==> src/shs_pkg.sv <==
`default_nettype none
package shs_pkg;

   localparam int unsigned WordBits  = 64;
   localparam int unsigned BlockWords = 16;
   localparam int unsigned Rounds    = 80;
   localparam int unsigned FifoDepth = 4;

   typedef logic [63:0] word_type;

   // One entry of the queue between the front and the back: a schedule word,
   // with a mark for the final padded block of a message.
   typedef struct packed {
      word_type word;
      logic     msg_end;
   } item_type;

   localparam word_type InitHash [8] = '{
      64'h6a09e667f3bcc908, 64'hbb67ae8584caa73b, 64'h3c6ef372fe94f82b,
      64'ha54ff53a5f1d36f1, 64'h510e527fade682d1, 64'h9b05688c2b3e6c1f,
      64'h1f83d9abfb41bd6b, 64'h5be0cd19137e2179
   };

   localparam word_type RoundK [80] = '{
      64'h428a2f98d728ae22, 64'h7137449123ef65cd, 64'hb5c0fbcfec4d3b2f, 64'he9b5dba58189dbbc,
      64'h3956c25bf348b538, 64'h59f111f1b605d019, 64'h923f82a4af194f9b, 64'hab1c5ed5da6d8118,
      64'hd807aa98a3030242, 64'h12835b0145706fbe, 64'h243185be4ee4b28c, 64'h550c7dc3d5ffb4e2,
      64'h72be5d74f27b896f, 64'h80deb1fe3b1696b1, 64'h9bdc06a725c71235, 64'hc19bf174cf692694,
      64'he49b69c19ef14ad2, 64'hefbe4786384f25e3, 64'h0fc19dc68b8cd5b5, 64'h240ca1cc77ac9c65,
      64'h2de92c6f592b0275, 64'h4a7484aa6ea6e483, 64'h5cb0a9dcbd41fbd4, 64'h76f988da831153b5,
      64'h983e5152ee66dfab, 64'ha831c66d2db43210, 64'hb00327c898fb213f, 64'hbf597fc7beef0ee4,
      64'hc6e00bf33da88fc2, 64'hd5a79147930aa725, 64'h06ca6351e003826f, 64'h142929670a0e6e70,
      64'h27b70a8546d22ffc, 64'h2e1b21385c26c926, 64'h4d2c6dfc5ac42aed, 64'h53380d139d95b3df,
      64'h650a73548baf63de, 64'h766a0abb3c77b2a8, 64'h81c2c92e47edaee6, 64'h92722c851482353b,
      64'ha2bfe8a14cf10364, 64'ha81a664bbc423001, 64'hc24b8b70d0f89791, 64'hc76c51a30654be30,
      64'hd192e819d6ef5218, 64'hd69906245565a910, 64'hf40e35855771202a, 64'h106aa07032bbd1b8,
      64'h19a4c116b8d2d0c8, 64'h1e376c085141ab53, 64'h2748774cdf8eeb99, 64'h34b0bcb5e19b48a8,
      64'h391c0cb3c5c95a63, 64'h4ed8aa4ae3418acb, 64'h5b9cca4f7763e373, 64'h682e6ff3d6b2b8a3,
      64'h748f82ee5defb2fc, 64'h78a5636f43172f60, 64'h84c87814a1f0ab72, 64'h8cc702081a6439ec,
      64'h90befffa23631e28, 64'ha4506cebde82bde9, 64'hbef9a3f7b2c67915, 64'hc67178f2e372532b,
      64'hca273eceea26619c, 64'hd186b8c721c0c207, 64'heada7dd6cde0eb1e, 64'hf57d4f7fee6ed178,
      64'h06f067aa72176fba, 64'h0a637dc5a2c898a6, 64'h113f9804bef90dae, 64'h1b710b35131c471b,
      64'h28db77f523047d84, 64'h32caab7b40c72493, 64'h3c9ebe0a15c9bebc, 64'h431d67c49c100d4c,
      64'h4cc5d4becb3e42b6, 64'h597f299cfc657e2a, 64'h5fcb6fab3ad6faec, 64'h6c44198c4a475817
   };

   function automatic word_type rotr(input word_type x, input int unsigned n);
      rotr = (x >> n) | (x << (WordBits - n));
   endfunction

endpackage
`default_nettype wire

==> src/shs_queue.sv <==
`default_nettype none
// Short queue between the front and the back.
module shs_queue import shs_pkg::*; (
   input  wire logic     clock,
   input  wire logic     reset,
   input  wire logic     push,
   input  wire item_type push_item,
   output logic          full,
   input  wire logic     pop,
   output logic          empty,
   output item_type      head
);

   localparam int unsigned Aw = $clog2(FifoDepth);

   item_type       mem_ff [FifoDepth];
   logic [Aw-1:0]  wp_ff, rp_ff;
   logic [Aw:0]    cnt_ff, cnt_in;

   assign full  = (cnt_ff == (Aw+1)'(FifoDepth));
   assign empty = (cnt_ff == '0);
   assign head  = mem_ff[rp_ff];

   always_comb begin
      cnt_in = cnt_ff + (Aw+1)'(push && !full) - (Aw+1)'(pop && !empty);
   end

   always_ff @(posedge clock) begin
      if (push && !full) mem_ff[wp_ff] <= push_item;
      if (reset) begin
         wp_ff  <= '0;
         rp_ff  <= '0;
         cnt_ff <= '0;
      end else begin
         if (push && !full) wp_ff <= wp_ff + 1'b1;
         if (pop && !empty) rp_ff <= rp_ff + 1'b1;
         cnt_ff <= cnt_in;
      end
   end

   assert property (@(posedge clock) disable iff (reset)
      cnt_ff <= (Aw+1)'(FifoDepth)) else $error("queue overflow");
   assert property (@(posedge clock) disable iff (reset)
      (cnt_ff == '0 || cnt_ff == (Aw+1)'(FifoDepth)) |-> (wp_ff == rp_ff))
      else $error("queue pointers inconsistent");
   assert property (@(posedge clock) disable iff (reset)
      (push && !full && !(pop && !empty)) |=> (cnt_ff == $past(cnt_ff) + 1'b1))
      else $error("queue count lost a beat");

endmodule
`default_nettype wire

==> config.mk <==
export PLATFORM = sky130hd
export DESIGN_NAME = shs_queue
export DESIGN_NICKNAME = d
export VERILOG_FILES = /design/src/shs_pkg.sv /design/src/shs_queue.sv
export SDC_FILE = /design/constraint.sdc
export NUM_CORES = 1
export LEC_CHECK = 0
export ABC_AREA = 1
export BUFFER_PORTS_ARGS = -buffer_cell sky130_fd_sc_hd__buf_2
export CAP_MARGIN = 20
export CORE_MARGIN = 2
export CORE_UTILIZATION = 54
export CTS_CLUSTER_DIAMETER = 200
export DETAILED_ROUTE_END_ITERATION = 10
export PLACE_DENSITY_LB_ADDON = 0.15
export SLEW_MARGIN = 10
export SYNTH_ARGS = -nofsm -noshare
export SYNTH_HDL_FRONTEND = slang
export SYNTH_SLANG_ARGS = --single-unit
==> constraint.sdc <==
create_clock -name clock -period 5.65 [get_ports clock]
set_input_delay 1.4125 -clock clock [delete_from_list [all_inputs] [get_ports clock]]
set_output_delay 1.4125 -clock clock [all_outputs]
set_load 0.1 [all_outputs]
; After elaboration in Yosys (flattened, before gate mapping)
; Memory sizes are Yosys's and may differ from the RTL's. A register that Yosys moved wholly into a read port is not among the register bits.
; Cells that the tools add are included.
[totals]
memories = 1
out_inout_bits = 67
word_cells = 18
reg_bits = 7
ram_bits = 260
input_bits = 69
[mem_list]
columns = name, words, width, read_ports, rd_ports_with_merged_regs, write_ports, line_no
row1 = mem_ff, 4, 65, 1, 1, 1, shs_queue.sv:16  ; item_type mem_ff [FifoDepth];
[op_classes]
reduce_logical = 5
n_eq_ne = 1
addsub = 4
n_mux = 4
[ops]
columns = cell, count
row1 = $add A2 B1 Y2 const B, 2
row2 = $mux W2, 2
row3 = $add A3 B1 Y3, 1
row4 = $eq A3 B3 Y1 const B, 1
row5 = $logic_not A3 Y1, 1
row6 = $sub A3 B1 Y3, 1
row7 = $logic_and A1 B1 Y1, 2
row8 = $logic_not A1 Y1, 2
row9 = $mux W1, 2

; Logic depth before layout (Yosys ltp)
[depth]
depth_word = 5
ltp_mapped = 11
mapped_depth_nobuf = 11

; Worst setup path before layout
; OpenSTA, ideal clock, no wires.
[synth_timing]
path_type = in2reg
start = input port push
end = memory mem_ff[0][0] (netlist bit), enable pin
setup_time_ps = 488
path_stages = 2
setup_slack_ps = 914
t_arrival_ps = 4247
required_ps = 5162
path_buffers = 0
path_cell_list = nand2_1 nor2_1
[synth_via]
elab_chain_len = 3
[synth_rtl]
columns = item, line_no
row1 = "start, declared", shs_queue.sv:6  ; input wire logic push,
row2 = $logic_and A1 B1 Y1, shs_queue.sv:29  ; if (push && !full) mem_ff[wp_ff] <= push_item;
row3 = $mux W1, shs_queue.sv:29
row4 = $mux W1 (implied by the code), shs_queue.sv:29
row5 = "end, declared", shs_queue.sv:16
; Every way passes these cells.

==> summary.txt <==
Via count = 6010
Final Skew = 0.007091 ns
Ratio of cells with drive above 1 in the final layout = 27.61%
Routed WL per cell = 18.53 um
Clock Tree Root = clkbuf_16
Port bufs = 135
Syn_nets = 774
Run status = complete, no violations
Fmax = 231.5 MHz
Drt pass-1 iters = 4
Startpoint Class = flip-flop
Cell Rows = 50
Cts bufs inserted = 27
Max-slew violations = 0
Synth Instances = 698
ANT nets after route = 0
Leak pwr = 4.251 nW
Max_cap viols = 0
Top_reg_cell synth = edfxtp_1
Vias in the first global route = 6072
Design area = 12170 sq um
Ys async rst share = 0%
Kind of critical path = flip-flop to output pin
Rel. slew slack = 32.96%
CTS H-Tree Depth = 1
Die X = 143.0 um
Cell area power density = 568.9 nW/um^2
Post-synthesis register bit count = 269
CTS sink cnt = 269
Largest family of logic cells by synthesized area = compound AO/OA/AOI/OAI gates
Initial DRC Count = 428
Setup_tns = 0 ns
Crit share post-route = 76.44%
Peak VDD IR = 0.4105 mV
Post-DP Area = 11330 sq um
CTS tree = built
Most frequent cell after synthesis = edfxtp_1
CP endpoint kind = output pin
IO Pins = 136
Die footprint = 20460 sq um
Post-synthesis simple-gate area fraction = 7.240%
Post-DR vias/cell = 5.390
Routed wire length = 20660 um
Synth Area in Adders = 0.9111%
Mux share of post-synthesis cell area = 0%
HPWL after detailed placement = 11570 um
Initial antenna violation count = 4
Clk_lat worst skew = 0.52 ns
Grt total ovfl = 0
Initial Utilization = 55.43%
WP data arrival = 2.91 ns
First-pass GRT wire length = 31860 um
Final #Nets = 908
Max Root-Sink Buffers = 3
Worst-Margin Slew = 1.003 ns
Synthesized cell area = 10440 sq um
Number of setup buffers added after CTS = 0
Post-synth EDFFs = 260
Pin count of the biggest net entering global routing = 113
Remaining DRCs = 0
Post-CTS resize count = 0
Synth area leader = edfxtp_1
Area contributors post-synth = edfxtp_1 (75%), nor2_1 (4.5%), o21ai_0 (4.3%), o22ai_1 (2.7%), o22ai_2 (2.4%)
Compound-gate portion of the synthesized area = 11.75%
Sequential fraction of the synthesis area = 76.53%
Die height = 143.0 um
Cell variety after synth = 22
Gpl congestion = 0.7565
Post-synth top area share = 74.80%
Hold Fails Final Rpt = 0
Post-Synth XOR/XNOR Area = 0%
RSZ-0062 raised after global routing = no
# setup viols final = 0
Syn avg cell area = 14.95 sq um
Worst EP required = 4.24 ns
YS warnings = 0
Tot GR Track Use = 20.37%
Min Tclk post-route = 4.319 ns
Hold Buf Count CTS = 0
Hold Path Class = flip-flop to flip-flop
Clk slew on worst S/H paths = 0.06 ns
Synth top cells by count = edfxtp_1 (260), nor2_1 (124), o21ai_0 (90)
Layout area overhead = 16.60%
Worst-path maximum fanout = 86
R2R setup slack = 3.22 ns
Reg2reg start = cnt_ff[1]$_SDFF_PP0_
CORE AREA = 18830 sq um
Hold Crit Start = rp_ff[0]$_SDFFE_PP0P_
cell families (layout without fill, tap and decap cells):
family,Yosys count,count (layout)
flops,269,269
compound gates,200,200
simple gates,160,160
buf+inv,62,215
fa+ha+maj,7,7
other cells,0,4
layout by cell type (no fill, tap or decap):
cell type / instances
edfxtp_1: 260
buf_2: 135
nor2_1: 120
o21ai_0: 90
o22ai_1: 45
o21ai_1: 35
clkbuf_16: 27
nor2_4: 24
o22ai_2: 20
inv_1: 18
nand2_1: 12
clkbuf_1: 9
dfxtp_1: 7
ha_1: 6
clkinv_2: 6
buf_12: 6
buf_4: 6
o21ai_2: 5
a21oi_1: 5
diode_2: 4
nand3_1: 4
clkinv_1: 4
bufinv_16: 2
inv_6: 1
inv_2: 1
fa_1: 1
dfxtp_4: 1
dfxtp_2: 1
worst max-delay path, cell delays in order (launching register included):
cell and delay, ns:
dfxtp_4 0.42, inv_6 0.67, buf_4 0.41, o21ai_1 0.10, o22ai_1 0.25, buf_2 0.48
power breakdown:
part / switching [W] / internal (W) / total [W]
clock: 0.000680 / 0.000967 / 0.00165
sequential: 0.0000643 / 0.00243 / 0.00250
combinational: 0.00235 / 0.000433 / 0.00278
total: 0.00309 / 0.00383 / 0.00692
through the flow:
step,hold WS [ns],cells,setup WS [ns],power (W),utilization (%)
after floorplan,0.4481,698,0.9141,0.004893,-
after global placement,0.4617,1060,1.902,0.005274,59.93
after detailed placement,0.4828,1062,1.834,0.005323,60.15
after CTS,0.4982,1110,1.285,0.006964,64.47
after global routing,0.5133,1113,1.225,0.007187,64.60
final,0.4895,1115,1.331,0.006923,64.63
per-layer routing:
layer	vias to the layer above	wire length, um	share of wire [%]	GRT usage [%]
met2	149	10290	50	35.18
li1	2877	-	-	-
met1	2955	8614	42	25.86
met5	-	0	0	0
met3	29	1348	6.5	5.399
met4	0	415	2.0	5.003
registers in the layout (all words and copies together), names as in the netlist, named ones only:
signal	cells
rp_ff	2
wp_ff	2
mem_ff	260
cnt_ff	3
worst paths after layout:
kind                              to  cells after the start
max                         head[42]                      5
min            rp_ff[0]$_SDFFE_PP0P_                      2
max reg2reg  mem_ff[1][48]$_DFFE_PP_                      5
min reg2reg    rp_ff[0]$_SDFFE_PP0P_                      2
cell type report:
class	count	area, sq um
Timing Repair Buffer	147	840.8
Antenna cell	4	10.01
Clock inverter	12	105.1
Tap cell	260	325.3
Sequential cell	269	7993
Inverter	20	80.08
Multi-Input combinational cell	367	2107
Fill cell	1373	6660
Clock buffer	36	709.4
Note: power is estimated with default switching activity, not from simulation.
