===== src/shs_pkg.sv =====
`default_nettype none
package shs_pkg;

   localparam int unsigned WordBits  = 64;
   localparam int unsigned BlockWords = 16;
   localparam int unsigned Rounds    = 80;
   localparam int unsigned FifoDepth = 4;

   typedef logic [63:0] word_type;

   // One entry of the queue between the front and the back: a schedule word,
   // with a mark for the final padded block of a message.
   typedef struct packed {
      word_type word;
      logic     msg_end;
   } item_type;

   localparam word_type InitHash [8] = '{
      64'h6a09e667f3bcc908, 64'hbb67ae8584caa73b, 64'h3c6ef372fe94f82b,
      64'ha54ff53a5f1d36f1, 64'h510e527fade682d1, 64'h9b05688c2b3e6c1f,
      64'h1f83d9abfb41bd6b, 64'h5be0cd19137e2179
   };

   localparam word_type RoundK [80] = '{
      64'h428a2f98d728ae22, 64'h7137449123ef65cd, 64'hb5c0fbcfec4d3b2f, 64'he9b5dba58189dbbc,
      64'h3956c25bf348b538, 64'h59f111f1b605d019, 64'h923f82a4af194f9b, 64'hab1c5ed5da6d8118,
      64'hd807aa98a3030242, 64'h12835b0145706fbe, 64'h243185be4ee4b28c, 64'h550c7dc3d5ffb4e2,
      64'h72be5d74f27b896f, 64'h80deb1fe3b1696b1, 64'h9bdc06a725c71235, 64'hc19bf174cf692694,
      64'he49b69c19ef14ad2, 64'hefbe4786384f25e3, 64'h0fc19dc68b8cd5b5, 64'h240ca1cc77ac9c65,
      64'h2de92c6f592b0275, 64'h4a7484aa6ea6e483, 64'h5cb0a9dcbd41fbd4, 64'h76f988da831153b5,
      64'h983e5152ee66dfab, 64'ha831c66d2db43210, 64'hb00327c898fb213f, 64'hbf597fc7beef0ee4,
      64'hc6e00bf33da88fc2, 64'hd5a79147930aa725, 64'h06ca6351e003826f, 64'h142929670a0e6e70,
      64'h27b70a8546d22ffc, 64'h2e1b21385c26c926, 64'h4d2c6dfc5ac42aed, 64'h53380d139d95b3df,
      64'h650a73548baf63de, 64'h766a0abb3c77b2a8, 64'h81c2c92e47edaee6, 64'h92722c851482353b,
      64'ha2bfe8a14cf10364, 64'ha81a664bbc423001, 64'hc24b8b70d0f89791, 64'hc76c51a30654be30,
      64'hd192e819d6ef5218, 64'hd69906245565a910, 64'hf40e35855771202a, 64'h106aa07032bbd1b8,
      64'h19a4c116b8d2d0c8, 64'h1e376c085141ab53, 64'h2748774cdf8eeb99, 64'h34b0bcb5e19b48a8,
      64'h391c0cb3c5c95a63, 64'h4ed8aa4ae3418acb, 64'h5b9cca4f7763e373, 64'h682e6ff3d6b2b8a3,
      64'h748f82ee5defb2fc, 64'h78a5636f43172f60, 64'h84c87814a1f0ab72, 64'h8cc702081a6439ec,
      64'h90befffa23631e28, 64'ha4506cebde82bde9, 64'hbef9a3f7b2c67915, 64'hc67178f2e372532b,
      64'hca273eceea26619c, 64'hd186b8c721c0c207, 64'heada7dd6cde0eb1e, 64'hf57d4f7fee6ed178,
      64'h06f067aa72176fba, 64'h0a637dc5a2c898a6, 64'h113f9804bef90dae, 64'h1b710b35131c471b,
      64'h28db77f523047d84, 64'h32caab7b40c72493, 64'h3c9ebe0a15c9bebc, 64'h431d67c49c100d4c,
      64'h4cc5d4becb3e42b6, 64'h597f299cfc657e2a, 64'h5fcb6fab3ad6faec, 64'h6c44198c4a475817
   };

   function automatic word_type rotr(input word_type x, input int unsigned n);
      rotr = (x >> n) | (x << (WordBits - n));
   endfunction

endpackage
`default_nettype wire


===== src/shs_front.sv =====
`default_nettype none
// Packs message words, counts the length and generates the padding words.
module shs_front import shs_pkg::*; (
   input  wire logic      clock,
   input  wire logic      reset,
   input  wire logic      req_push,
   output logic           req_full,
   input  wire word_type  req_data_word,
   input  wire logic [3:0] req_byte_count,
   input  wire logic      req_last_word,
   output logic           q_push,
   input  wire logic      q_full,
   output item_type       q_item
);

   typedef enum logic [3:0] {
      ST_TAKE  = 4'b0001,
      ST_PAD80 = 4'b0010,
      ST_ZERO  = 4'b0100,
      ST_LEN   = 4'b1000
   } state_type;

   state_type    state_ff, state_in;
   logic [3:0]   fill_ff, fill_in;
   logic [127:0] len_ff, len_in;
   logic         len_lo_ff, len_lo_in;   // high length word sent, low word next

   logic [3:0]   cnt;
   word_type     keep, packed_word;

   always_comb begin
      cnt  = (req_byte_count > 4'd8) ? 4'd8 : req_byte_count;
      keep = (cnt == 4'd0) ? '0 : ~({64{1'b1}} >> {cnt, 3'b000});
      packed_word = (req_data_word & keep) | (64'h80 << (7'd56 - {cnt[2:0], 3'b000}));
   end

   assign req_full = (state_ff != ST_TAKE) || q_full;

   always_comb begin
      state_in  = state_ff;
      fill_in   = fill_ff;
      len_in    = len_ff;
      len_lo_in = len_lo_ff;
      q_push    = 1'b0;
      q_item    = '{word: '0, msg_end: 1'b0};
      case (state_ff)
         ST_TAKE: begin
            if (req_push && !q_full) begin
               q_push = 1'b1;
               if (!req_last_word) begin
                  q_item.word = req_data_word;
                  len_in = len_ff + 128'd64;
               end else begin
                  len_in = len_ff + {121'd0, cnt, 3'b000};
                  if (cnt == 4'd8) begin
                     q_item.word = req_data_word;
                     state_in = ST_PAD80;
                  end else begin
                     q_item.word = packed_word;
                     state_in = (fill_ff == 4'd13) ? ST_LEN :
                                ST_ZERO;
                  end
               end
               fill_in = fill_ff + 4'd1;
            end
         end
         ST_PAD80: begin
            if (!q_full) begin
               q_push = 1'b1;
               q_item.word = 64'h8000000000000000;
               fill_in = fill_ff + 4'd1;
               state_in = (fill_ff == 4'd13) ? ST_LEN : ST_ZERO;
            end
         end
         ST_ZERO: begin
            if (!q_full) begin
               q_push = 1'b1;
               fill_in = fill_ff + 4'd1;
               if (fill_ff == 4'd13) state_in = ST_LEN;
            end
         end
         ST_LEN: begin
            if (!q_full) begin
               q_push = 1'b1;
               fill_in = fill_ff + 4'd1;
               if (!len_lo_ff) begin
                  q_item.word = len_ff[127:64];
                  len_lo_in = 1'b1;
               end else begin
                  q_item.word = len_ff[63:0];
                  q_item.msg_end = 1'b1;
                  len_lo_in = 1'b0;
                  len_in = '0;
                  state_in = ST_TAKE;
               end
            end
         end
         default: state_in = ST_TAKE;
      endcase
   end

   always_ff @(posedge clock) begin
      if (reset) begin
         state_ff  <= ST_TAKE;
         fill_ff   <= '0;
         len_ff    <= '0;
         len_lo_ff <= 1'b0;
      end else begin
         state_ff  <= state_in;
         fill_ff   <= fill_in;
         len_ff    <= len_in;
         len_lo_ff <= len_lo_in;
      end
   end

   // The length words always land in the last two slots of a block.
   assert property (@(posedge clock) disable iff (reset)
      (q_push && q_item.msg_end) |-> (fill_ff == 4'd15))
      else $error("length word misplaced");
   assert property (@(posedge clock) disable iff (reset)
      (state_ff == ST_LEN && len_lo_ff) |-> (fill_ff == 4'd15))
      else $error("low length word out of place");
   assert property (@(posedge clock) disable iff (reset)
      (q_push && q_item.msg_end) |=> (fill_ff == 4'd0 && len_ff == '0))
      else $error("message state not cleared");

endmodule
`default_nettype wire


===== config.mk =====
export PLATFORM = sky130hd
export DESIGN_NAME = shs_front
export DESIGN_NICKNAME = d
export VERILOG_FILES = /design/src/shs_pkg.sv /design/src/shs_front.sv
export SDC_FILE = /design/constraint.sdc
export NUM_CORES = 1
export LEC_CHECK = 0
export BUFFER_PORTS_ARGS = -buffer_cell sky130_fd_sc_hd__buf_4
export CAP_MARGIN = 20
export CORE_ASPECT_RATIO = 0.7
export CORE_MARGIN = 8
export CORE_UTILIZATION = 40
export CTS_CLUSTER_SIZE = 8
export DETAILED_ROUTE_END_ITERATION = 10
export PLACE_DENSITY = 0.56
export SETUP_SLACK_MARGIN = 0.5
export SLEW_MARGIN = 5
export SYNTH_ARGS = -nofsm -noshare
export SYNTH_HDL_FRONTEND = slang
export SYNTH_SLANG_ARGS = --single-unit

===== constraint.sdc =====
create_clock -name clock -period 6.4 [get_ports clock]
set_input_delay 0.32 -clock clock [delete_from_list [all_inputs] [get_ports clock]]
set_output_delay 0.32 -clock clock [all_outputs]
set_load 0.02 [all_outputs]

Word-level counts from Yosys, hierarchy flattened --
Index checks and enable logic that the tools add are counted.
Storage, ports and cells: bits in latches 0, bits in registers 137, memory bits (read-only) 0, word-level logic and storage cells 74, memory bits (writable) 0, memories 0, output and inout bits 67, bits of input ports 73
Cells by class: add/subtract/negate cells 4, equal/unequal tests 15, shifts and indexed selects 2, divide/modulo/power cells 0, bitwise logic cells 4, reduce and logical (&&, ||, !) cells 11, magnitude comparators 1, multiplexer cells 33, multiply operators 0
Operators by type and width (number):
- $mux W128 | 4
- $mux W64 | 6
- $pmux W128 S2 | 1
- $pmux W64 S3 | 1
- $add A128 B7 Y128 | 1
- $add A128 B7 Y128 const B | 1
- $mux W65 | 1
- $and A64 B64 Y64 | 1
- $not A64 Y64 | 1
- $or A64 B64 Y64 | 1
- $shl A8 B7 Y64 const A | 1
- $shr A64 B7 Y64 const A | 1
- $mux W4 | 12
- $ne A2 B2 Y1 const B | 8
- $pmux W4 S4 | 1
- $eq A4 B4 Y1 const B | 3
- $pmux W4 S2 | 1
- $reduce_and A7 Y1 | 1
- $sub A6 B6 Y7 const A | 1
- $mux W1 | 5
- $add A4 B1 Y4 const B | 1
- $eq A4 B1 Y1 const B | 1
- $eq A4 B2 Y1 const B | 1
- $eq A4 B3 Y1 const B | 1
- other kinds (13) | 14

Logic depth before layout (Yosys ltp) --
word-level depth 11, gate-level depth with buffers 11, mapped depth without buffers 9

Least setup slack after synthesis --
OpenSTA, ideal clock, no wires.
kind in2reg, from input port req_byte_count[1], to register len_ff[117], stages 10, setup slack 3.355 ns, library setup time 0.070 ns, required time 6.330 ns, arrival time 2.974 ns, path buffers 2, cell sequence clkbuf_1 > nor2b_1 > fa_1 > a21oi_1 > o21ai_0 > o2111ai_4 > or4_1 > buf_2 > or4_1 > a21oi_1
On the way: word-level cells in the longest chain between the ends 6
Ends and longest elaborated chain:
- from (decl) | line shs_front.sv:9 | input wire logic [3:0] req_byte_count,
- $gt A4 B4 Y1 | line shs_front.sv:32 | cnt = (req_byte_count > 4'd8) ? 4'd8 : req_byte_count;
- $mux W4 (*) | line shs_front.sv:32
- $add A128 B7 Y128 (*) | line shs_front.sv:54 | len_in = len_ff + {121'd0, cnt, 3'b000};
- $mux W128 (*) | line shs_front.sv:50 | if (!req_last_word) begin
- $mux W128 (*) | line shs_front.sv:48 | if (req_push && !q_full) begin
- $pmux W128 S2 (*) | line shs_front.sv:46 | case (state_ff)
- to (signal assigned) | line shs_front.sv:111 | len_ff <= len_in;
- to (decl) | line shs_front.sv:25 | logic [127:0] len_ff, len_in;
Every way passes the cells marked *; elsewhere a longest branch is shown, timed or not. The select of a mux whose other input is x is not followed. A chain may end at the register's enable or synchronous reset.

Worst setup path after layout --
from register state_ff[1], to register len_ff[113]
On the way: word-level cells in the longest chain between the ends 3, elaborated cells between the ends (all ways) 8, classes of those cells 5 x eq/ne; 1 x mux; 2 x reduce/logical
Ends and longest elaborated chain:
- from (decl) | line shs_front.sv:23 | state_type state_ff, state_in;
- from (signal assigned) | line shs_front.sv:109 | state_ff <= state_in;
- $eq A4 B1 Y1 or $eq A4 B4 Y1 (tied branches) | line shs_front.sv:46
- $ne A2 B2 Y1 (no line) or $reduce_bool A2 Y1 (tied branches)
- $reduce_and A4 Y1 (no line)
Several ways; a longest one is shown, not always the timed one.

==> flow_summary.ini <==
[clock_tree]
cts.repair.resized = 0
clkSinkCount = 134
insertion_delay_ns = 0.44
ctsHoldBuffers = 0
clockBufferDepth = 2
h-tree-depth = 4
clk_pin_slew_ns = 0.06
cts_tree = built
cts_root_buffer = clkbuf_16
post_cts_buffers = 0
cts_buffers = 17

[finish]
drive_above_1_share_pct = 16.4
layout.nets = 1356
antenna_cells = 0
fin_cells = 1569
syn2layout_area_growth_pct = 21.6
final_area_sq_mm = 0.0107
fillCellCount = 2189
fin_util_pct = 49.4

[die]
num_rows = 45
io_pins = 140
dieWidth_microns = 193
fp.dieH_microns = 140
die_area_sq_mm = 0.0270
core_area_sq_mm = 0.0216
start_util_pct = 40.6

[synth]
syn_nets = 1237
ys_seq_area_share_pct = 30.6
async_reset_ff_share_pct = 0
synth.distinct_cells = 69
synth.area.top_cells = dfxtp_1, a222oi_1, xnor2_1
synth_ff_type = dfxtp_1
synth_cells = 1156
synth-seq-cells = 134
synth_top_area_share_pct = 30.6
synth_edf_count = 0
yosys.area.top_type = dfxtp_1
syn_area_sq_mm = 0.00878
yosysWarnings = 0
avgSynthCellArea_sq_um = 7.60
yosys-top-cells-count = dfxtp_1, nor2_1, nand4_1

[setup_path]
cpPeakStageDelay_ns = 0.75
cp-start-kind = flip-flop
crit_type = reg -> reg
cp_data_arrival_time_ns = 4.65
slowest_stage = o2111a_1
cp_data_required_time_ns = 6.77
cp_cell_sequence = nor4b_2 -> nand3_2 -> inv_2 -> buf_4 -> o2111a_1 -> nand4_1 -> or4_1 -> a21oi_1
crit_family = simple AND/OR/NAND/NOR gates
path_buf_inv = 2
crit_fanout = 44
end_kind = flip-flop

[timing]
drv_slew = 0
holdWs_ns = 0.234
final.setup.tns_ns = 0
tightest_slew_ns = 1.23
max_freq_ghz = 0.234
fin_crit_ns = 4.28
final.period_utilization_pct = 66.8
finalClockSkew_ns = 0.00832
setup_ws_ns = 2.12
grt_setup_unrepaired = false
setup_viol_count_final = 0
finalHoldViolations = 0
maxSlewHeadroom_pct = 17.8

[power_and_ir_drop]
leakage_nw = 3.91
ir_worst_vdd_v = 0.000183
power_density_mw_per_mm2 = 220
power_mw = 2.35

[place]
place_area_sq_mm = 0.0101
routabilityCongestion = 1.02
pre_cts_ws_ns = 2.24
place_inst = 1536
place_hpwl_mm = 31.3
port_buffers = 139

[route]
routedWlPerCell_microns = 26.5
via_per_inst = 6.51
drtIter0Drc = 1590
drc_errors = 0
vias = 10200
wirelength_mm = 41.5
firstDrtPassIters = 10
postRouteAntennaNets = 0

[hold_path]
min_path_type = in -> reg

[grt]
grt_pass1_wl_mm = 61.4
grt_max_degree = 65
antenna_found_initial = 1
grt-ovfl-total = 0
grt.total_usage_pct = 30.4
grt_pass1_vias = 9482

[run_status]
outcome = completed

[run]
cap_violations = 0
==> kinds of logic (layout without fill, tap and decap cells) <==
kind of cell,Yosys count,after routing,synth area share (%)
AO/OA/AOI/OAI,197,197,16.5
adder cells (fa/ha/maj),8,8,1.23
multiplexers,9,9,1.03
XOR/XNOR,81,81,8.08
buffers and inverters,132,263,5.86
flip-flops,134,134,30.5
AND/OR/NAND/NOR,595,595,36.7
==> flip-flops by register name (all words and copies together) (netlist names) <==
signal     flops
len_ff       125
fill_ff        4
state_ff       4
len_lo_ff      1
==> metal layers <==
| metal | wire length, microns | vias up | global-route usage, % | share of wire, % |
|---|---|---|---|---|
| li1 | - | 4637 | - | - |
| met1 | 18300 | 4896 | 44.3 | 44 |
| met2 | 16900 | 621 | 41.3 | 41 |
| met3 | 5300 | 66 | 9.15 | 13 |
| met4 | 1060 | 0 | 10.3 | 2.6 |
| met5 | 0 | - | 0 | 0 |
==> cell type report <==
class	instances	area, sq um	share of cell area [%]
Clock inverter	9	103	0.961
Sequential cell	134	2680	25.1
Clock buffer	22	464	4.35
Tap cell	282	353	3.30
Multi-Input combinational cell	890	5610	52.5
Timing Repair Buffer	159	1190	11.2
Inverter	73	274	2.57
==> path summary, 6_finish.rpt <==
path / from / end / slack [ns] / cells after the start
setup / recovery: state_ff[1]$_SDFFE_PP0P_ / len_ff[113]$_SDFFE_PP0P_ / 2.12 / 8
hold / removal: reset / state_ff[2]$_SDFFE_PP0P_ / 0.23 / 2
setup reg to reg: state_ff[1]$_SDFFE_PP0P_ / len_ff[113]$_SDFFE_PP0P_ / 2.12 / 8
hold reg to reg: len_ff[127]$_SDFFE_PP0P_ / len_ff[127]$_SDFFE_PP0P_ / 0.49 / 2
==> cells in the final DEF, fill, tap and decap left out, types with 8 or more instances in the layout <==
cell type and count:
o31ai_1 9, xor2_1 22, xnor2_1 59, nor4_1 53, nor2_1 133, buf_4 156, nand4_1 82, or3_1 31
nor3_1 49, dfxtp_1 134, mux2i_1 9, nand2_1 74, a222oi_1 54, a22oi_1 8, a21oi_1 47, and3_1 21
or4_1 19, inv_1 72, o21ai_0 38, clkbuf_16 17, nand3_1 73, and4_1 13
==> report_power, final <==
part / leakage (nW) / switching [mW] / internal (mW)
registers: 1.08 / 0.0328 / 0.848
logic: 2.54 / 0.288 / 0.196
clock network: 0.283 / 0.398 / 0.589
No activity file was read; power rests on OpenSTA's default activity.
